--- config.mk ---
export PLATFORM = sky130hd
export DESIGN_NAME = utf8_strict_decoder
export DESIGN_NICKNAME = d
export VERILOG_FILES = /design/src/rtl/core/utf8sd_pkg.sv /design/src/rtl/core/utf8sd_front.sv /design/src/rtl/core/utf8sd_fifo.sv /design/src/rtl/core/utf8sd_back.sv /design/src/rtl/core/utf8_strict_decoder.sv
export SDC_FILE = /design/constraint.sdc
export NUM_CORES = 1
export LEC_CHECK = 0
export BUFFER_PORTS_ARGS = -buffer_cell sky130_fd_sc_hd__buf_2
export CORE_MARGIN = 2
export CORE_UTILIZATION = 50
export CTS_BUF_LIST = sky130_fd_sc_hd__clkbuf_8
export CTS_CLUSTER_SIZE = 30
export DETAILED_ROUTE_END_ITERATION = 8
export PLACE_DENSITY = 0.67
export REMOVE_ABC_BUFFERS = 1
export SYNTH_ARGS = -nofsm -noshare
export SYNTH_HDL_FRONTEND = slang
export SYNTH_SLANG_ARGS = --single-unit
--- constraint.sdc ---
create_clock -name clk -period 5.64 [get_ports clk]
set_clock_uncertainty 0.2 [all_clocks]
set_input_delay 1.128 -clock clk [delete_from_list [all_inputs] [get_ports clk]]
set_output_delay 1.128 -clock clk [all_outputs]
set_load 0.05 [all_outputs]
--- src/rtl/core/utf8sd_pkg.sv ---
// Package: beat types, result codes and queue entry codes for the UTF-8 decoder.
`timescale 1ns / 1ps

package utf8sd_pkg;

	typedef struct packed {
		logic [7:0] data_byte;
		logic       end_of_string;
	} in_beat_t;

	typedef struct packed {
		logic [1:0]  status;
		logic [20:0] code_point;
		logic [31:0] error_offset;
		logic        string_done;
	} out_beat_t;

	localparam logic [1:0] STATUS_CHAR = 2'd0;
	localparam logic [1:0] STATUS_END  = 2'd1;
	localparam logic [1:0] STATUS_ERR  = 2'd2;

	// what a queued job asks the back end to emit
	localparam logic [1:0] KIND_CHAR     = 2'd0;
	localparam logic [1:0] KIND_END      = 2'd1;
	localparam logic [1:0] KIND_ERR      = 2'd2;
	localparam logic [1:0] KIND_CHAR_END = 2'd3;

	localparam int KIND_W  = 2;
	localparam int CP_W    = 21;
	localparam int QDEPTH  = 4;

	// Table 3-7 byte bounds
	localparam logic [7:0] CONT_LO    = 8'h80;
	localparam logic [7:0] CONT_HI    = 8'hBF;
	localparam logic [7:0] LEAD2_LO   = 8'hC2;
	localparam logic [7:0] LEAD2_HI   = 8'hDF;
	localparam logic [7:0] LEAD3_LO   = 8'hE0;
	localparam logic [7:0] LEAD3_HI   = 8'hEF;
	localparam logic [7:0] LEAD_E0    = 8'hE0;
	localparam logic [7:0] E0_SEC_LO  = 8'hA0;
	localparam logic [7:0] LEAD_ED    = 8'hED;
	localparam logic [7:0] ED_SEC_HI  = 8'h9F;
	localparam logic [7:0] LEAD4_LO   = 8'hF0;
	localparam logic [7:0] LEAD4_HI   = 8'hF4;
	localparam logic [7:0] LEAD_F0    = 8'hF0;
	localparam logic [7:0] F0_SEC_LO  = 8'h90;
	localparam logic [7:0] LEAD_F4    = 8'hF4;
	localparam logic [7:0] F4_SEC_HI  = 8'h8F;
	localparam logic [7:0] ASCII_LIM  = 8'h80;

endpackage

--- src/rtl/core/utf8sd_front.sv ---
// Front end: per-byte validation state machine, emits one queue job per result-bearing byte.
`timescale 1ns / 1ps

module utf8sd_front #(
	parameter int OFFSET_WIDTH = 32,
	parameter int ENTRY_W      = utf8sd_pkg::KIND_W + utf8sd_pkg::CP_W + OFFSET_WIDTH
) (
	input  logic                  clk,
	input  logic                  arst_n,
	input  logic                  accept,
	input  utf8sd_pkg::in_beat_t  beat,
	output logic                  push,
	output logic [ENTRY_W-1:0]    entry
);

	logic [OFFSET_WIDTH-1:0] pos_q, start_q, n_pos, n_start;
	logic [20:0]             partial_q, n_partial;
	logic [1:0]              left_q, n_left;
	logic [7:0]              lo_q, hi_q, n_lo, n_hi;
	logic                    second_q, skip_q, n_second, n_skip;

	logic [7:0]  b;
	logic        eos, err, emit_char, job;
	logic [7:0]  lo, hi;
	logic [20:0] cp;
	logic [1:0]  kind;

	assign b   = beat.data_byte;
	assign eos = beat.end_of_string;

	always_comb begin
		n_pos     = pos_q;
		n_start   = start_q;
		n_partial = partial_q;
		n_left    = left_q;
		n_lo      = lo_q;
		n_hi      = hi_q;
		n_second  = second_q;
		n_skip    = skip_q;
		err       = 1'b0;
		emit_char = 1'b0;
		job       = 1'b0;
		cp        = '0;
		kind      = utf8sd_pkg::KIND_END;
		lo        = second_q ? lo_q : utf8sd_pkg::CONT_LO;
		hi        = second_q ? hi_q : utf8sd_pkg::CONT_HI;

		if (skip_q) begin
			if (eos) begin
				n_skip    = 1'b0;
				n_pos     = '0;
				n_partial = '0;
				n_left    = '0;
				n_lo      = utf8sd_pkg::CONT_LO;
				n_hi      = utf8sd_pkg::CONT_HI;
				n_second  = 1'b0;
			end else begin
				n_pos = pos_q + 1'b1;
			end
		end else begin
			if (left_q == 2'd0) begin
				n_start = pos_q;
				n_lo    = utf8sd_pkg::CONT_LO;
				n_hi    = utf8sd_pkg::CONT_HI;
				if (b < utf8sd_pkg::ASCII_LIM) begin
					emit_char = 1'b1;
					cp        = {13'd0, b};
				end else if (b >= utf8sd_pkg::LEAD2_LO && b <= utf8sd_pkg::LEAD2_HI) begin
					n_left    = 2'd1;
					n_partial = {16'd0, b[4:0]};
				end else if (b >= utf8sd_pkg::LEAD3_LO && b <= utf8sd_pkg::LEAD3_HI) begin
					n_left    = 2'd2;
					n_partial = {17'd0, b[3:0]};
					if (b == utf8sd_pkg::LEAD_E0) n_lo = utf8sd_pkg::E0_SEC_LO;
					if (b == utf8sd_pkg::LEAD_ED) n_hi = utf8sd_pkg::ED_SEC_HI;
				end else if (b >= utf8sd_pkg::LEAD4_LO && b <= utf8sd_pkg::LEAD4_HI) begin
					n_left    = 2'd3;
					n_partial = {18'd0, b[2:0]};
					if (b == utf8sd_pkg::LEAD_F0) n_lo = utf8sd_pkg::F0_SEC_LO;
					if (b == utf8sd_pkg::LEAD_F4) n_hi = utf8sd_pkg::F4_SEC_HI;
				end else begin
					err = 1'b1;
				end
				n_second = (n_left != 2'd0);
			end else begin
				if (b < lo || b > hi) begin
					err = 1'b1;
				end else begin
					n_partial = {partial_q[14:0], b[5:0]};
					n_left    = left_q - 2'd1;
					n_second  = 1'b0;
					if (n_left == 2'd0) begin
						emit_char = 1'b1;
						cp        = n_partial;
						n_partial = '0;
					end
				end
			end

			// string ends with a sequence still open
			if (!err && eos && n_left != 2'd0) err = 1'b1;

			if (err || eos) begin
				n_partial = '0;
				n_left    = '0;
				n_lo      = utf8sd_pkg::CONT_LO;
				n_hi      = utf8sd_pkg::CONT_HI;
				n_second  = 1'b0;
			end

			if (err) begin
				job  = 1'b1;
				kind = utf8sd_pkg::KIND_ERR;
				cp   = '0;
				if (eos) begin
					n_pos = '0;
				end else begin
					n_skip = 1'b1;
					n_pos  = pos_q + 1'b1;
				end
			end else if (eos) begin
				job   = 1'b1;
				kind  = emit_char ? utf8sd_pkg::KIND_CHAR_END : utf8sd_pkg::KIND_END;
				n_pos = '0;
			end else begin
				job   = emit_char;
				kind  = utf8sd_pkg::KIND_CHAR;
				n_pos = pos_q + 1'b1;
			end
		end
	end

	assign push  = accept && job;
	assign entry = {kind, cp, n_start};

	always_ff @(posedge clk or negedge arst_n) begin
		if (!arst_n) begin
			pos_q     <= '0;
			start_q   <= '0;
			partial_q <= '0;
			left_q    <= '0;
			lo_q      <= utf8sd_pkg::CONT_LO;
			hi_q      <= utf8sd_pkg::CONT_HI;
			second_q  <= 1'b0;
			skip_q    <= 1'b0;
		end else if (accept) begin
			pos_q     <= n_pos;
			start_q   <= n_start;
			partial_q <= n_partial;
			left_q    <= n_left;
			lo_q      <= n_lo;
			hi_q      <= n_hi;
			second_q  <= n_second;
			skip_q    <= n_skip;
		end
	end

endmodule

--- src/rtl/core/utf8sd_fifo.sv ---
// Small register queue between the front and back ends.
`timescale 1ns / 1ps

module utf8sd_fifo #(
	parameter int WIDTH = 8,
	parameter int DEPTH = 4
) (
	input  logic             clk,
	input  logic             arst_n,
	input  logic             push,
	input  logic [WIDTH-1:0] wdata,
	input  logic             pop,
	output logic [WIDTH-1:0] rdata,
	output logic             full,
	output logic             not_empty
);

	localparam int AW = (DEPTH > 1) ? $clog2(DEPTH) : 1;
	localparam int CW = $clog2(DEPTH + 1);

	logic [WIDTH-1:0] mem_q [DEPTH];
	logic [AW-1:0]    wr_q, rd_q;
	logic [CW-1:0]    cnt_q;

	assign full      = (cnt_q == CW'(DEPTH));
	assign not_empty = (cnt_q != '0);
	assign rdata     = mem_q[rd_q];

	always_ff @(posedge clk) begin
		if (push) mem_q[wr_q] <= wdata;
	end

	always_ff @(posedge clk or negedge arst_n) begin
		if (!arst_n) begin
			wr_q  <= '0;
			rd_q  <= '0;
			cnt_q <= '0;
		end else begin
			if (push) wr_q <= (wr_q == AW'(DEPTH - 1)) ? '0 : wr_q + 1'b1;
			if (pop)  rd_q <= (rd_q == AW'(DEPTH - 1)) ? '0 : rd_q + 1'b1;
			case ({push, pop})
				2'b10:   cnt_q <= cnt_q + 1'b1;
				2'b01:   cnt_q <= cnt_q - 1'b1;
				default: cnt_q <= cnt_q;
			endcase
		end
	end

endmodule

--- src/rtl/core/utf8sd_back.sv ---
// Back end: expands queued jobs into result beats through an output register.
`timescale 1ns / 1ps

module utf8sd_back #(
	parameter int OFFSET_WIDTH = 32,
	parameter int ENTRY_W      = utf8sd_pkg::KIND_W + utf8sd_pkg::CP_W + OFFSET_WIDTH
) (
	input  logic                  clk,
	input  logic                  arst_n,
	input  logic                  job_valid,
	input  logic [ENTRY_W-1:0]    job,
	output logic                  pop,
	output logic                  res_valid,
	input  logic                  res_stall,
	output utf8sd_pkg::out_beat_t res_data
);

	logic [1:0]              kind;
	logic [20:0]             cp;
	logic [OFFSET_WIDTH-1:0] off;
	logic                    advance;
	logic                    pend_end_q, valid_q;
	utf8sd_pkg::out_beat_t   data_q, load;

	assign {kind, cp, off} = job;
	assign advance = !valid_q || !res_stall;
	assign pop     = advance && !pend_end_q && job_valid;

	always_comb begin
		load = '0;
		if (pend_end_q) begin
			// second beat of a character that closed its string
			load.status      = utf8sd_pkg::STATUS_END;
			load.string_done = 1'b1;
		end else begin
			case (kind)
				utf8sd_pkg::KIND_CHAR, utf8sd_pkg::KIND_CHAR_END: begin
					load.status     = utf8sd_pkg::STATUS_CHAR;
					load.code_point = cp;
				end
				utf8sd_pkg::KIND_END: begin
					load.status      = utf8sd_pkg::STATUS_END;
					load.string_done = 1'b1;
				end
				utf8sd_pkg::KIND_ERR: begin
					load.status       = utf8sd_pkg::STATUS_ERR;
					load.error_offset = 32'(off);
					load.string_done  = 1'b1;
				end
				default: load = '0;
			endcase
		end
	end

	always_ff @(posedge clk or negedge arst_n) begin
		if (!arst_n) begin
			valid_q    <= 1'b0;
			pend_end_q <= 1'b0;
		end else if (advance) begin
			if (pend_end_q) begin
				valid_q    <= 1'b1;
				pend_end_q <= 1'b0;
			end else begin
				valid_q    <= job_valid;
				pend_end_q <= job_valid && (kind == utf8sd_pkg::KIND_CHAR_END);
			end
		end
	end

	always_ff @(posedge clk) begin
		if (advance && (pend_end_q || job_valid)) begin
			data_q <= load;
		end
	end

	assign res_valid = valid_q;
	assign res_data  = data_q;

endmodule

--- src/rtl/core/utf8_strict_decoder.sv ---
// Top level of the strict streaming UTF-8 decoder.
`timescale 1ns / 1ps

//  channel | direction | handshake               | payload
//  byte    | in        | byte_valid / byte_stall | in_beat_t  {data_byte, end_of_string}
//  res     | out       | res_valid / res_stall   | out_beat_t {status, code_point,
//          |           |                         |             error_offset, string_done}
//
// One byte is taken per cycle while the queue is not full; the front state machine
// settles each byte combinationally. A result passes through the queue, then the output
// register. A byte that completes a character and ends the string gives two beats, the
// character beat then the end beat; otherwise the back end drains one job per cycle
// unless res_stall holds the output register. byte_stall rises only when the four-entry
// queue is full. arst_n clears all control state; no clearing pass is needed.

module utf8_strict_decoder #(
	parameter int OFFSET_WIDTH = 32
) (
	input  logic                  clk,
	input  logic                  arst_n,
	input  logic                  byte_valid,
	output logic                  byte_stall,
	input  utf8sd_pkg::in_beat_t  byte_data,
	output logic                  res_valid,
	input  logic                  res_stall,
	output utf8sd_pkg::out_beat_t res_data
);

	localparam int ENTRY_W = utf8sd_pkg::KIND_W + utf8sd_pkg::CP_W + OFFSET_WIDTH;

	logic               accept, push, pop, full, not_empty;
	logic [ENTRY_W-1:0] wr_entry, rd_entry;

	// queue full is a registered count, so stall never looks at valid
	assign byte_stall = full;
	assign accept     = byte_valid && !full;

	utf8sd_front #(
		.OFFSET_WIDTH (OFFSET_WIDTH),
		.ENTRY_W      (ENTRY_W)
	) u_front (
		.clk    (clk),
		.arst_n (arst_n),
		.accept (accept),
		.beat   (byte_data),
		.push   (push),
		.entry  (wr_entry)
	);

	utf8sd_fifo #(
		.WIDTH (ENTRY_W),
		.DEPTH (utf8sd_pkg::QDEPTH)
	) u_fifo (
		.clk       (clk),
		.arst_n    (arst_n),
		.push      (push),
		.wdata     (wr_entry),
		.pop       (pop),
		.rdata     (rd_entry),
		.full      (full),
		.not_empty (not_empty)
	);

	utf8sd_back #(
		.OFFSET_WIDTH (OFFSET_WIDTH),
		.ENTRY_W      (ENTRY_W)
	) u_back (
		.clk       (clk),
		.arst_n    (arst_n),
		.job_valid (not_empty),
		.job       (rd_entry),
		.pop       (pop),
		.res_valid (res_valid),
		.res_stall (res_stall),
		.res_data  (res_data)
	);

endmodule

# Word level (Yosys, flattened, before mapping)
# Memories as Yosys holds them, arrays and structs flattened.
# Index checks and enable logic that the tools add are counted.
dict set report word_totals {
  elab_cells 178
  inputBits 13
  out_inout_bits 58
  mem_bits_rw 220
  n_memories 1
  regBits 164
}
dict set report op_classes {
  order_cmp 9
  n_mux 91
  n_eq_ne 16
  addsub 6
  bitwise_logic 2
  n_reduce_logical 36
}
# name depth width rd rd_ports_with_merged_regs wr line
set mem_list {}
lappend mem_list {u_fifo.mem_q 4 55 1 0 1 utf8sd_fifo.sv:21} ;# logic [WIDTH-1:0] mem_q [DEPTH];
# op n
set ops {}
lappend ops {{8-bit two-way mux} 19}
lappend ops {{15-bit two-way mux} 10}
lappend ops {{21-bit two-way mux} 5}
lappend ops {{32-bit two-way mux} 3}
lappend ops {{2-bit two-way mux} 18}
lappend ops {{32-bit by 1-bit adder with 32-bit output (second input constant)} 1}
lappend ops {{8-bit equality test (second input constant)} 4}
lappend ops {{1-bit two-way mux} 30}
lappend ops {{8-bit >= comparator (second input constant)} 3}
lappend ops {{8-bit <= comparator (second input constant)} 3}
lappend ops {{6-bit two-way mux} 3}
lappend ops {{1-bit logical AND} 11}
lappend ops {{2-bit equality test (second input constant)} 5}
lappend ops {{8-bit > comparator} 1}
lappend ops {{8-bit < comparator} 1}
lappend ops {{8-bit < comparator (second input constant)} 1}
lappend ops {{2-bit OR reduction} 4}
lappend ops {{2-bit logical NOT} 3}
lappend ops {{6-bit by 5-bit != test with 1-bit output (second input constant)} 1}
lappend ops {{2-bit case mux with 3 select lines} 1}
lappend ops {{3-bit case mux with 2 select lines} 1}
lappend ops {{3-bit AND reduction} 2}
lappend ops {{2-bit nonzero test} 3}
lappend ops {{3-bit nonzero test} 2}
lappend ops {{other kinds (15)} 25}

# Longest topological paths before layout
dict set report logic_depth {
  depth_word 19
  depth_mapped 14
  depth_no_buf 14
}

# Hierarchy
# From an unflattened synthesis, not the netlist that was laid out.
dict set report unflattened {
  hier_cells 938
  hier_area_um2 15713.8
}
# module seq_area_each_um2 area_each_um2 n_inst cells_per_inst
set modules_own_cells {}
lappend modules_own_cells {utf8sd_fifo 6781.5 8341.8 1 322}
lappend modules_own_cells {utf8sd_front 2179.6 5089.9 1 479}
lappend modules_own_cells {utf8sd_back 1731.7 2268.4 1 136}
lappend modules_own_cells {utf8_strict_decoder 0.0 13.8 1 1}

# Least setup slack after synthesis
# No wires, ideal clock.
dict set report synth_timing {
  path_type {in2reg}
  startpoint {input port res_stall}
  endpoint {register u_back.data_q (netlist bit u_back.res_data[0]), enable pin}
  t_arrival_ns 3.802
  setup_time_ns 0.489
  required_time_ns 4.951
  n_path_buf 0
  path_stages 1
  setup_slack_ns 1.150
  cell_sequence {a21oi_1}
}
dict set report synth_between {
  elab_chain_len 3
}
# item line
set synth_rtl {}
lappend synth_rtl {{from (decl)} utf8_strict_decoder.sv:25} ;# input logic res_stall,
lappend synth_rtl {{1-bit logical NOT} utf8sd_back.sv:26} ;# assign advance = !valid_q || !res_stall;
lappend synth_rtl {{1-bit logical OR} utf8sd_back.sv:26}
lappend synth_rtl {{1-bit logical AND} utf8sd_back.sv:71} ;# if (advance && (pend_end_q || job_valid)) begin
lappend synth_rtl {{to (signal assigned)} utf8sd_back.sv:72} ;# data_q <= load;
lappend synth_rtl {{to (decl)} utf8sd_back.sv:23} ;# utf8sd_pkg::out_beat_t data_q, load;
# Every way passes these cells.
# A chain may end at the register's enable or synchronous reset.

# Worst setup path in the final report
dict set report layout_timing {
  startpoint {input port byte_data[6] (netlist bit)}
  endpoint {memory u_fifo.mem_q[2][25] (netlist bit), enable pin}
}
dict set report layout_between {
  elab_chain_len 19
  word_cells_on_any_way 45
  cone_classes {order compare (9); mux (27); reduce/logical (9)}
}
# item line
set layout_rtl {}
lappend layout_rtl {{from (decl)} utf8_strict_decoder.sv:23} ;# input utf8sd_pkg::in_beat_t byte_data,
lappend layout_rtl {{8-bit >= comparator or 8-bit <= comparator (tied branches)} utf8sd_front.sv:76} ;# end else if (b >= utf8sd_pkg::LEAD4_LO && b <= utf8sd_pkg::LEAD4_HI) begin
lappend layout_rtl {{1-bit logical AND} utf8sd_front.sv:76}
lappend layout_rtl {{2-bit two-way mux} utf8sd_front.sv:76}
lappend layout_rtl {{2-bit two-way mux} utf8sd_front.sv:71} ;# end else if (b >= utf8sd_pkg::LEAD3_LO && b <= utf8sd_pkg::LEAD3_HI) begin
lappend layout_rtl {{2-bit two-way mux} utf8sd_front.sv:68} ;# end else if (b >= utf8sd_pkg::LEAD2_LO && b <= utf8sd_pkg::LEAD2_HI) begin
lappend layout_rtl {{2-bit two-way mux} utf8sd_front.sv:65} ;# if (b < utf8sd_pkg::ASCII_LIM) begin
lappend layout_rtl {{2-bit two-way mux} utf8sd_front.sv:61} ;# if (left_q == 2'd0) begin
lappend layout_rtl {{2-bit two-way mux} utf8sd_front.sv:48} ;# if (skip_q) begin
lappend layout_rtl {{(+3 left out)} n/a}
lappend layout_rtl {{1-bit logical AND} utf8sd_front.sv:101} ;# if (!err && eos && n_left != 2'd0) err = 1'b1;
lappend layout_rtl {{1-bit two-way mux} utf8sd_front.sv:101}
lappend layout_rtl {{1-bit two-way mux} utf8sd_front.sv:48}
lappend layout_rtl {{1-bit two-way mux (*)} utf8sd_front.sv:111} ;# if (err) begin
lappend layout_rtl {{1-bit two-way mux (*)} utf8sd_front.sv:48}
lappend layout_rtl {{1-bit logical AND (*)} utf8sd_front.sv:133} ;# assign push = accept && job;
lappend layout_rtl {{1-bit two-way mux (*)} utf8sd_fifo.sv:30} ;# if (push) mem_q[wr_q] <= wdata;
lappend layout_rtl {{1-bit two-way mux (implied by the code) (*)} utf8sd_fifo.sv:30}
lappend layout_rtl {{to (decl)} utf8sd_fifo.sv:21}
# Mark *: on every way between the ends. The rest lies on a longest branch, timed or not. The select of a mux whose other input is x is not followed.

==> impl_summary.log <==
[metrics] count of nets after finishing: 1100
[metrics] part of the cycle the worst path needs: 67.11%
[metrics] worst slew slack as a fraction of its limit: 35.35%
[metrics] most frequent cell after synthesis: sky130_fd_sc_hd__edfxtp_1
[metrics] cell row count: 63
[metrics] unrepaired setup endpoints after global routing: no
[metrics] clock network fraction of total power: 25.2%
[metrics] Die H: 178.6 um
[metrics] post-layout min period: 3.785 ns
[metrics] required arrival time at the worst endpoint: 5.72 ns
[metrics] critical path peak fanout: 31
[metrics] post-synthesis sequential area ratio: 70.12%
[metrics] Std-Cell Core Area: 29800 sq um
[metrics] P_sw: 3.177 mW
[metrics] Layout fillers: 2302
[metrics] peak clock frequency supported by timing: 264.2 MHz
[metrics] first-pass detailed-route iteration total: 7
[metrics] Internal Power: 5.737 mW
[metrics] kind of launch point of the worst setup path: input port
[metrics] Detail Route Antenna Nets: 0
[metrics] overflow left after global routing: 0
[metrics] final-layout setup total negative slack: 0 ns
[metrics] via count of the first global-routing pass: 8383
[metrics] routed wire length: 29680 um
[metrics] CP arrival: 3.86 ns
[metrics] sequential cell area: 10700 sq um
[metrics] starting utilization of the core area: 51.18%
[metrics] EDFF count, synth: 276
[metrics] maximum capacitance violations: 0
[metrics] horizontal extent of the die: 178.6 um
[metrics] top cells by area in the synthesized netlist: sky130_fd_sc_hd__edfxtp_1 54%, sky130_fd_sc_hd__dfrtp_1 15%, sky130_fd_sc_hd__mux4_2 8.1%
[metrics] total number of vias: 8309
[metrics] TritonCTS clock tree: done
[metrics] DRC errors left: 0
[metrics] worst vdd ir: 0.0002795 V
[metrics] run status: completed
[metrics] Final HPWL DP: 18380 um
[metrics] number of antenna violations at the first check in global routing: 0
[metrics] number of flip-flops and latches in the synthesized netlist: 372
[metrics] wire length of the first global-routing pass: 46880 um
[metrics] final hold vios: 0
[metrics] number of clock sinks: 372
[metrics] portion of synthesized cell area occupied by the leading cell type: 54.35%
[metrics] total global-route track usage: 19.28%
[metrics] post-CTS setup repair buffer count: 0
[metrics] power density over the cells: 515.8 nW/um^2
[metrics] proportion of total power due to net switching: 35.64%
[metrics] via-per-instance ratio: 5.506
[metrics] clk buf depth: 3
[metrics] clock slew at the register clock pins of the worst setup and hold paths: 0.06 ns
[metrics] register share of total power: 43.5%
[metrics] WS Path Type: in2reg
[metrics] library cell occupying the most area in the post-synthesis netlist: sky130_fd_sc_hd__edfxtp_1
[metrics] number of endpoints failing setup at the final stage: 0
[metrics] starting DRC count in detailed routing: 540
[metrics] pin slew with the least headroom to its limit: 0.9697 ns
[metrics] class of the tightest hold or removal check: reg2reg
[metrics] element type at the critical path end: register
[metrics] quantity of I/O buffers inserted on ports: 70
[metrics] post-synthesis cell type count: 64
[metrics] summed area of non-filler cells in the final layout: 17280 sq um
[metrics] placed inst area: 16100 sq um
[metrics] share of total power in combinational logic: 31.3%
[metrics] clk_lat worst skew: 0.60 ns
[metrics] area of the mapped netlist: 15250 sq um
[metrics] routed length per instance: 19.67 um
[metrics] clock root buffer: sky130_fd_sc_hd__clkbuf_8
[metrics] area taken by multi-input logic gates: 4340 sq um
[metrics] synthesis-to-layout area growth: 13.34%
[metrics] Boundary Pins: 71
[metrics] top cells by count, synth: 276 x sky130_fd_sc_hd__edfxtp_1, 130 x sky130_fd_sc_hd__nand2_1, 94 x sky130_fd_sc_hd__dfrtp_1
[metrics] Antenna Cells: 0
[metrics] maximum number of pins on one net before global-route repair: 57
[metrics] proportion of synthesized flip-flops having asynchronous set or reset: 25.81%
[metrics] static leakage power: 6.787 nW
[metrics] Warnings, synthesis: 0
[metrics] mean post-synth cell area: 15.79 sq um
[metrics] Die Outline Area: 31910 sq um
[metrics] H-tree depth reported by CTS: 2
[metrics] number of buffers inserted for hold repair after clock tree synthesis: 0
[metrics] Primary FF master, synth: sky130_fd_sc_hd__edfxtp_1
[metrics] share of layout cells above drive strength 1: 25.47%
[metrics] number of buffers created by CTS: 57
[metrics] gate count of the mapped netlist: 966
[metrics] Resized cells post-CTS: 0
[metrics] routability cong.: 0.7933
[metrics] Final Max Tran Viols: 0
## placed cells by master, fill, tap and decap left out, types with 6 or more instances in the layout
cell | Yosys | final
sky130_fd_sc_hd__edfxtp_1 | 276 | 276
sky130_fd_sc_hd__nand2_1 | 130 | 130
sky130_fd_sc_hd__dfrtp_1 | 94 | 92
sky130_fd_sc_hd__clkbuf_8 | 0 | 69
sky130_fd_sc_hd__buf_2 | 12 | 69
sky130_fd_sc_hd__nor2b_1 | 59 | 58
sky130_fd_sc_hd__mux4_2 | 55 | 55
sky130_fd_sc_hd__nor2_1 | 42 | 42
sky130_fd_sc_hd__mux2_2 | 36 | 36
sky130_fd_sc_hd__inv_1 | 16 | 35
sky130_fd_sc_hd__o21ai_0 | 18 | 18
sky130_fd_sc_hd__a21oi_1 | 17 | 16
sky130_fd_sc_hd__and2_1 | 20 | 16
sky130_fd_sc_hd__ha_1 | 16 | 16
sky130_fd_sc_hd__a22o_1 | 14 | 14
sky130_fd_sc_hd__buf_4 | 1 | 14
sky130_fd_sc_hd__and3_1 | 12 | 12
sky130_fd_sc_hd__xnor2_1 | 12 | 12
sky130_fd_sc_hd__or3_1 | 10 | 10
sky130_fd_sc_hd__nand4_1 | 9 | 9
sky130_fd_sc_hd__xor2_1 | 9 | 9
sky130_fd_sc_hd__clkinv_1 | 1 | 8
sky130_fd_sc_hd__clkinv_2 | 0 | 8
sky130_fd_sc_hd__nor3_1 | 7 | 7
sky130_fd_sc_hd__nand3_1 | 6 | 6
## logic make-up (layout without fill, tap and decap cells)
family	after synthesis	after routing	synth area share, %
mux	94	94	10.98
compound gates	84	84	4.045
simple gates	320	320	10.65
flops	372	372	70.12
xor+xnor	21	21	1.206
buf+inv	58	211	1.551
fa+ha+maj	17	17	1.444
## per-layer routing
layer  vias up  part of all wire (%)  GRT usage [%]
met1      4246                    47          28.41
met5         -                     0              0
met2       181                    47          30.02
met4         0                   1.8          5.420
li1       3834                     -              -
met3        48                   4.1          3.154
## flip-flops by register name, summed over array words and instances (netlist names)
signal / cells
u_back.res_data: 56
u_back.res_valid: 1
u_front.start_q: 32
u_front.partial_q: 15
u_front.second_q: 1
u_front.lo_q: 2
u_front.hi_q: 2
u_front.skip_q: 1
u_fifo.wr_q: 2
u_back.pend_end_q: 1
u_fifo.cnt_q: 3
u_front.left_q: 2
u_front.pos_q: 32
u_fifo.mem_q: 220
u_fifo.rd_q: 2
## path summary, 6_finish.rpt
check	startpoint	to	slack, ns	depth (start not counted)
hold reg to reg	u_front.start_q[8]	u_front.start_q[8]	0.28	2
setup / recovery	byte_data[6]	u_fifo.mem_q[2][25]	1.86	9
hold / removal	u_front.start_q[8]	u_front.start_q[8]	0.28	2
min in group asynchronous	arst_n	u_front.start_q[14]	0.40	1
max in group asynchronous	arst_n	u_fifo.rd_q[0]	3.67	2
setup reg to reg	u_front.second_q	u_fifo.mem_q[2][25]	2.01	9
## area by class of cell
class                   instances  share of cell area (%)
clock inverters                39                   1.347
well taps                     390                   2.823
clock buffers                  69                   5.495
inverters                      17                  0.3692
repair buffers                 86                   2.954
flip-flops and latches        372                   61.90
multi-input cells             536                   25.11
## power groups by stage
stage / logic, mW / registers, mW / clock network, mW
2_1_floorplan: 1.38 / 4.59 / 0
6_report: 2.79 / 3.88 / 2.25
3_5_place_dp: 2.82 / 3.94 / 0
4_1_cts: 2.83 / 3.89 / 2.30
3_3_place_gp: 2.80 / 3.93 / 0
5_1_grt: 3.00 / 3.94 / 2.42
## stage by stage
| stage | instances | hold WS, ns | total power, mW | util [%] | worst slack (ns) |
|---|---|---|---|---|---|
| floorplan | 925 | 0.2418 | 5.963 | - | 1.150 |
| global placement | 1401 | 0.2530 | 6.729 | 54.04 | 1.305 |
| detailed placement | 1401 | 0.2628 | 6.763 | 54.04 | 1.224 |
| CTS | 1509 | 0.2778 | 9.026 | 58.00 | 1.835 |
| global route | 1509 | 0.3059 | 9.366 | 58.00 | 1.709 |
| finish | 1509 | 0.2756 | 8.914 | 58.00 | 1.855 |
## critical path, cell delays in order
cell and delay [ns]:
sky130_fd_sc_hd__buf_2 0.17, sky130_fd_sc_hd__ha_1 0.32, sky130_fd_sc_hd__nand4_1 0.09, sky130_fd_sc_hd__a2bb2oi_2 0.29, sky130_fd_sc_hd__or3_1 0.20, sky130_fd_sc_hd__o311ai_1 0.09
sky130_fd_sc_hd__a31oi_1 0.48, sky130_fd_sc_hd__and2_2 0.75, sky130_fd_sc_hd__buf_12 0.32
Power figures use the tool's default switching activity.
